`config.mk`:
```
export PLATFORM = sky130hd
export DESIGN_NAME = rmfh_dp
export DESIGN_NICKNAME = d
export VERILOG_FILES = /design/src/sv/rmfh_pkg.sv /design/src/sv/rmfh_dp.sv
export SDC_FILE = /design/constraint.sdc
export NUM_CORES = 1
export LEC_CHECK = 0
export ABC_AREA = 1
export BUFFER_PORTS_ARGS = -buffer_cell sky130_fd_sc_hd__buf_4
export CORE_ASPECT_RATIO = 0.6
export CORE_MARGIN = 8
export CORE_UTILIZATION = 40
export CTS_CLUSTER_SIZE = 20
export DETAILED_ROUTE_END_ITERATION = 12
export SLEW_MARGIN = 20
export SYNTH_ARGS = -nofsm -noshare
export SYNTH_HDL_FRONTEND = slang
export SYNTH_SLANG_ARGS = --single-unit
```
`constraint.sdc`:
```
create_clock -name clk -period 3.4 [get_ports clk]
set_clock_uncertainty 0.1 [all_clocks]
set_input_delay 0.68 -clock clk [delete_from_list [all_inputs] [get_ports clk]]
set_output_delay 0.68 -clock clk [all_outputs]
set_load 0.02 [all_outputs]
```
`src/sv/rmfh_pkg.sv`:
```
// ----------------------------------------------------------------------------
// rmfh_pkg
// Shared types, widths and status codes of the recursive mutex lock unit.
// ----------------------------------------------------------------------------
`default_nettype none

package rmfh_pkg;

  // Fixed field widths of the request and response items.
  localparam int CMD_W    = 1;
  localparam int TID_W    = 4;
  localparam int STATUS_W = 3;

  // Defaults for the top-level parameters.
  localparam int DEF_MAX_THREADS = 16;
  localparam int DEF_COUNT_BITS  = 8;

  // Request opcodes.
  localparam logic [CMD_W-1:0] CMD_ACQUIRE = 1'b0;
  localparam logic [CMD_W-1:0] CMD_RELEASE = 1'b1;

  // Response status codes.
  localparam logic [STATUS_W-1:0] ST_ACQUIRED   = 3'd0;
  localparam logic [STATUS_W-1:0] ST_REACQUIRED = 3'd1;
  localparam logic [STATUS_W-1:0] ST_QUEUED     = 3'd2;
  localparam logic [STATUS_W-1:0] ST_STILL_HELD = 3'd3;
  localparam logic [STATUS_W-1:0] ST_FREED      = 3'd4;
  localparam logic [STATUS_W-1:0] ST_HANDOFF    = 3'd5;
  localparam logic [STATUS_W-1:0] ST_NOT_OWNER  = 3'd6;
  localparam logic [STATUS_W-1:0] ST_FULL       = 3'd7;

  // Commands from the controller to the datapath.
  typedef struct packed {
    logic capture;  // register the accepted request and read the queue head
    logic execute;  // update the lock state and load the response register
  } dp_cmd_t;

endpackage

`default_nettype wire

```
`src/sv/rmfh_dp.sv`:
```
// ----------------------------------------------------------------------------
// rmfh_dp
// Datapath: lock owner, hold count, waiter queue memory and the response
// register.
// ----------------------------------------------------------------------------
`default_nettype none

module rmfh_dp
  import rmfh_pkg::*;
#(
  parameter int MAX_THREADS = DEF_MAX_THREADS,
  parameter int COUNT_BITS  = DEF_COUNT_BITS
)(
  input  wire logic                                clk,
  input  wire logic                                rst,
  input  wire dp_cmd_t                             dp_cmd,
  input  wire logic [CMD_W-1:0]                    in_cmd,
  input  wire logic [TID_W-1:0]                    in_thread_id,
  output logic [STATUS_W-1:0]                      status,
  output logic                                     wake_valid,
  output logic [TID_W-1:0]                         wake_thread,
  output logic                                     owner_valid,
  output logic [TID_W-1:0]                         owner_thread,
  output logic [COUNT_BITS-1:0]                    hold_depth,
  output logic [$clog2(MAX_THREADS + 1)-1:0]       waiting_count
);

  localparam int PTR_W = $clog2(MAX_THREADS);
  localparam int CNT_W = $clog2(MAX_THREADS + 1);
  localparam logic [PTR_W-1:0] PTR_LAST = PTR_W'(MAX_THREADS - 1);
  localparam logic [CNT_W-1:0] CNT_FULL = CNT_W'(MAX_THREADS);
  localparam logic [COUNT_BITS-1:0] DEPTH_ONE = COUNT_BITS'(1);
  localparam logic [COUNT_BITS-1:0] DEPTH_MAX = '1;

  // Lock state.
  logic                  held;
  logic [TID_W-1:0]      owner;
  logic [COUNT_BITS-1:0] depth;
  logic [PTR_W-1:0]      head;
  logic [PTR_W-1:0]      tail;
  logic [CNT_W-1:0]      count;

  logic                  held_next;
  logic [TID_W-1:0]      owner_next;
  logic [COUNT_BITS-1:0] depth_next;
  logic [CNT_W-1:0]      count_next;
  logic                  push;
  logic                  pop;
  logic [STATUS_W-1:0]   status_next;
  logic                  wake_next;

  // Captured request and the waiter at the queue head.
  logic [CMD_W-1:0]      cmd_r;
  logic [TID_W-1:0]      tid_r;
  logic [TID_W-1:0]      head_tid;

  logic [TID_W-1:0]      wait_mem [MAX_THREADS];

  // Decide the outcome of the captured request.
  always_comb begin
    held_next   = held;
    owner_next  = owner;
    depth_next  = depth;
    count_next  = count;
    push        = 1'b0;
    pop         = 1'b0;
    wake_next   = 1'b0;
    status_next = ST_FULL;
    if (cmd_r == CMD_ACQUIRE) begin
      if (held && owner == tid_r) begin
        if (depth == DEPTH_MAX) begin
          status_next = ST_FULL;
        end else begin
          depth_next  = depth + DEPTH_ONE;
          status_next = ST_REACQUIRED;
        end
      end else if (!held) begin
        held_next   = 1'b1;
        owner_next  = tid_r;
        depth_next  = DEPTH_ONE;
        status_next = ST_ACQUIRED;
      end else if (count == CNT_FULL) begin
        status_next = ST_FULL;
      end else begin
        push        = 1'b1;
        count_next  = count + CNT_W'(1);
        status_next = ST_QUEUED;
      end
    end else begin
      if (!held || owner != tid_r) begin
        status_next = ST_NOT_OWNER;
      end else if (depth > DEPTH_ONE) begin
        depth_next  = depth - DEPTH_ONE;
        status_next = ST_STILL_HELD;
      end else if (count == '0) begin
        held_next   = 1'b0;
        owner_next  = '0;
        depth_next  = '0;
        status_next = ST_FREED;
      end else begin
        pop         = 1'b1;
        count_next  = count - CNT_W'(1);
        owner_next  = head_tid;
        depth_next  = DEPTH_ONE;
        wake_next   = 1'b1;
        status_next = ST_HANDOFF;
      end
    end
  end

  // Waiter queue memory: written at the tail, read at the head on capture.
  always_ff @(posedge clk) begin
    if (dp_cmd.execute && push) begin
      wait_mem[tail] <= tid_r;
    end
    if (dp_cmd.capture) begin
      head_tid <= wait_mem[head];
    end
  end

  // Request capture register.
  always_ff @(posedge clk) begin
    if (dp_cmd.capture) begin
      cmd_r <= in_cmd;
      tid_r <= in_thread_id;
    end
  end

  // Lock state update.
  always_ff @(posedge clk) begin
    if (rst) begin
      held  <= 1'b0;
      owner <= '0;
      depth <= '0;
      head  <= '0;
      tail  <= '0;
      count <= '0;
    end else if (dp_cmd.execute) begin
      held  <= held_next;
      owner <= owner_next;
      depth <= depth_next;
      count <= count_next;
      if (push) begin
        tail <= (tail == PTR_LAST) ? '0 : tail + PTR_W'(1);
      end
      if (pop) begin
        head <= (head == PTR_LAST) ? '0 : head + PTR_W'(1);
      end
    end
  end

  // Response register; a freed lock already carries zero owner and depth.
  always_ff @(posedge clk) begin
    if (dp_cmd.execute) begin
      status        <= status_next;
      wake_valid    <= wake_next;
      wake_thread   <= wake_next ? head_tid : '0;
      owner_valid   <= held_next;
      owner_thread  <= owner_next;
      hold_depth    <= depth_next;
      waiting_count <= count_next;
    end
  end

  // The queue never holds more waiters than it has entries.
  a_count_bound: assert property (@(posedge clk) disable iff (rst)
    count <= CNT_FULL)
    else $error("waiter count beyond queue size");

  // Nobody waits on a free lock.
  a_waiters_need_owner: assert property (@(posedge clk) disable iff (rst)
    (count != '0) |-> held)
    else $error("waiters queued on a free lock");

  // A held lock always has a nonzero count; a free one is fully cleared.
  a_depth_consistent: assert property (@(posedge clk) disable iff (rst)
    held ? (depth != '0) : (depth == '0 && owner == '0))
    else $error("hold count inconsistent with lock state");

  // A handoff always removes exactly one waiter.
  a_handoff_pops: assert property (@(posedge clk) disable iff (rst)
    (dp_cmd.execute && pop) |=> count == $past(count) - CNT_W'(1))
    else $error("handoff did not dequeue a waiter");

endmodule

`default_nettype wire
```
==> metrics.cfg <==
[synth]
postSynthRegisterBits=125
syn_nets=756
yosysUniqueCellTypes=36
yosys-top-cells-area=edfxtp_1 (46%), nand2_1 (12%), dfxtp_1 (8.1%)
synth_seq_area_share=0.546
yosysTopAreaCell=edfxtp_1
synth_area_per_cell_um2=8.68
synth-async-reset-ratio=0
synthFlopType=edfxtp_1
syn_inst=737
yosys_warnings=0
synth_edf_count=99
yosysTopAreaCellShare=0.465
netlist_area_um2=6400

[sta]
slew_violations=0
report.final.setup_viol=0
fmax_ghz=0.380
tightestPinTransition_ns=0.702
rsz0062_at_grt=false
hold_viol=0
post-route-period-util=0.773
min_period_ns=2.63
setup_tns_ns=0
slew-limit-headroom=0.532

[critical_path]
cpMostUsedCell=nand2_1
slowest_stage=edfxtp_1
crit_family=simple AND/OR/NAND/NOR gates
crit_path_cell_trace=inv_1 > nand2_1 > nand2_1 > nor2_4 > nand3_2 > inv_2 > nand2_1 > nand2_1 > nand2_1 > nand2_1
cp_num_buf_inv=2
cp-start-kind=flip-flop
crit_fanout=22
critical_path_required_ns=3.55
cp_slowest_stage_delay_ns=0.73
critPathArrivalTime_ns=2.78
worstSetupEndpointType=flip-flop
path_class=reg -> reg

[floorplanning]
die_area_um2=20400
die_y_um=114
rows=35
io_pins=35
start_util=0.413
die_x_um=179
core-area_um2=15500

[power_and_ir_drop]
seq_power_share=0.442
p_int_mw=2.93
swShare=0.264
leakage_nw=3.11
vdd_drop_max_mv=0.417
p_clk_frac=0.450
switching_power_mw=1.05
powerDensity_nw_per_um2=542
combPwrFrac=0.108

[final_layout]
syn2layout_area_growth_pct=14.9
num-nets-final=780
finalNonFillerCells=977
diodes=0
final_common_cell=nand2_1
drive_gt1_frac=0.133
layout_common_cells=nand2_1 (212), edfxtp_1 (99), nor2_1 (79), nand3_1 (63), inv_1 (58)

[clock_network]
root_buffer=clkbuf_16
cts_max_level=4
cts_hold_buf=0
cts_sinks=125
cts_tree=built
insertion_delay_ns=0.41
cts-resized-gates=0
cts_buffers=17
clkTransAtPathRegs_ns=0.06
post-cts-setup-buffer-count=0
clk_path_buf_depth=2

[routing]
dr.pass1.iters=5
viasPerCell=5.36
wire_per_inst_um=17.3
drt_iter0_drc=574
drc_errors=0
ant_nets=0
via_count=5235
routed_wl_mm=16.9

[grt]
grt_max_degree=48
antenna_found_initial=0
grt_pass1_vias=4761
grt_first_pass_wirelength_mm=26.7
track_usage=0.172
grt_overflow=0

[placement]
portBuffers=34
hpwlAfterDp_mm=11.5
place_inst=945
gp_congestion=0.899

[min_path]
hold_class=in -> reg

[job]
cap_violations=0

[status]
outcome=finished, final reports clean

worst reg2reg max path: stages, from the launching register on:
cell	delay, ns
edfxtp_1	0.73
inv_1	0.10
nand2_1	0.11
nand2_1	0.09
nor2_4	0.13
nand3_2	0.31
inv_2	0.51
nand2_1	0.11
nand2_1	0.07
nand2_1	0.06
nand2_1	0.15
cell type report:
| type | count | area, um2 |
|---|---|---|
| sequential | 125 | 3490 |
| clock buffer | 17 | 425 |
| multi-input combinational | 508 | 2450 |
| timing repair buffer | 43 | 323 |
| fill | 1467 | 8150 |
| tap | 203 | 254 |
| inverter | 66 | 249 |
| clock inverter | 15 | 161 |
routing by layer:
layer,vias up,part of all wire,global-route usage
li1,2520,-,-
met1,2430,0.50,0.264
met2,264,0.38,0.220
met3,21,0.11,0.0521
met4,0,0.014,0.0558
met5,-,0,0
state kept, by name, summed over array words and instances (netlist names), 3 cells and up:
name,cells
owner_thread,4
head,4
depth,8
wake_thread,4
status,3
owner,4
wait_mem,64
tail,4
count,5
head_tid,4
waiting_count,5
tid_r,4
hold_depth,8
cells in the mapped netlist (4+ instances only):
master and n:
inv_2 7, buf_4 4, nand4_1 8, buf_6 5, nor3_1 4, nand3_1 63, xor2_1 6, nor2_1 79
buf_2 11, clkbuf_1 17, edfxtp_1 99, dfxtp_1 26, o221ai_1 5, a21oi_1 24, nand2_1 212, ha_1 10
o22ai_1 11, nor2_4 5, inv_1 58, o21ai_0 52
worst paths after layout:
kind,startpoint,end,slack (ns),cells after the start
worst max register to register,tid_r[3],waiting_count[3],0.77,10
worst min register to register,head[3],head[3],0.41,2
worst min-delay path,in_cmd,cmd_r,0.36,1
worst max-delay path,tid_r[3],waiting_count[3],0.77,10
metrics by stage:
step                setup WS, ns  total power [mW]  hold slack (ns)  instance area [um2]  utilization
floorplan                   1.15              2.08            0.369                 6400            -
detailed placement         0.772              2.21            0.394                 6770        0.436
CTS                        0.766              4.00            0.352                 7350        0.474
global route               0.534              4.14            0.343                 7350        0.474
global placement           0.777              2.21            0.385                 6770        0.436
finish                     0.771              3.99            0.358                 7350        0.474
kinds of logic after synthesis:
family / Yosys count / share of synthesized area
AND/OR/NAND/NOR: 382 / 0.256
flip-flops: 125 / 0.546
AO/OA/AOI/OAI: 107 / 0.0944
buffers and inverters: 104 / 0.0716
adder cells (fa/ha/maj): 10 / 0.0196
XOR/XNOR: 9 / 0.0123
power by group through the flow:
| stage | Combinational (mW) | Clock [mW] | Sequential, mW |
|---|---|---|---|
| after CTS | 0.426 | 1.81 | 1.76 |
| after detailed placement | 0.424 | 0 | 1.79 |
| after global routing | 0.483 | 1.89 | 1.77 |
| final | 0.432 | 1.79 | 1.76 |
| after floorplan | 0.272 | 0 | 1.80 |
| after global placement | 0.424 | 0 | 1.79 |
No activity file was read; power rests on OpenSTA's default activity.
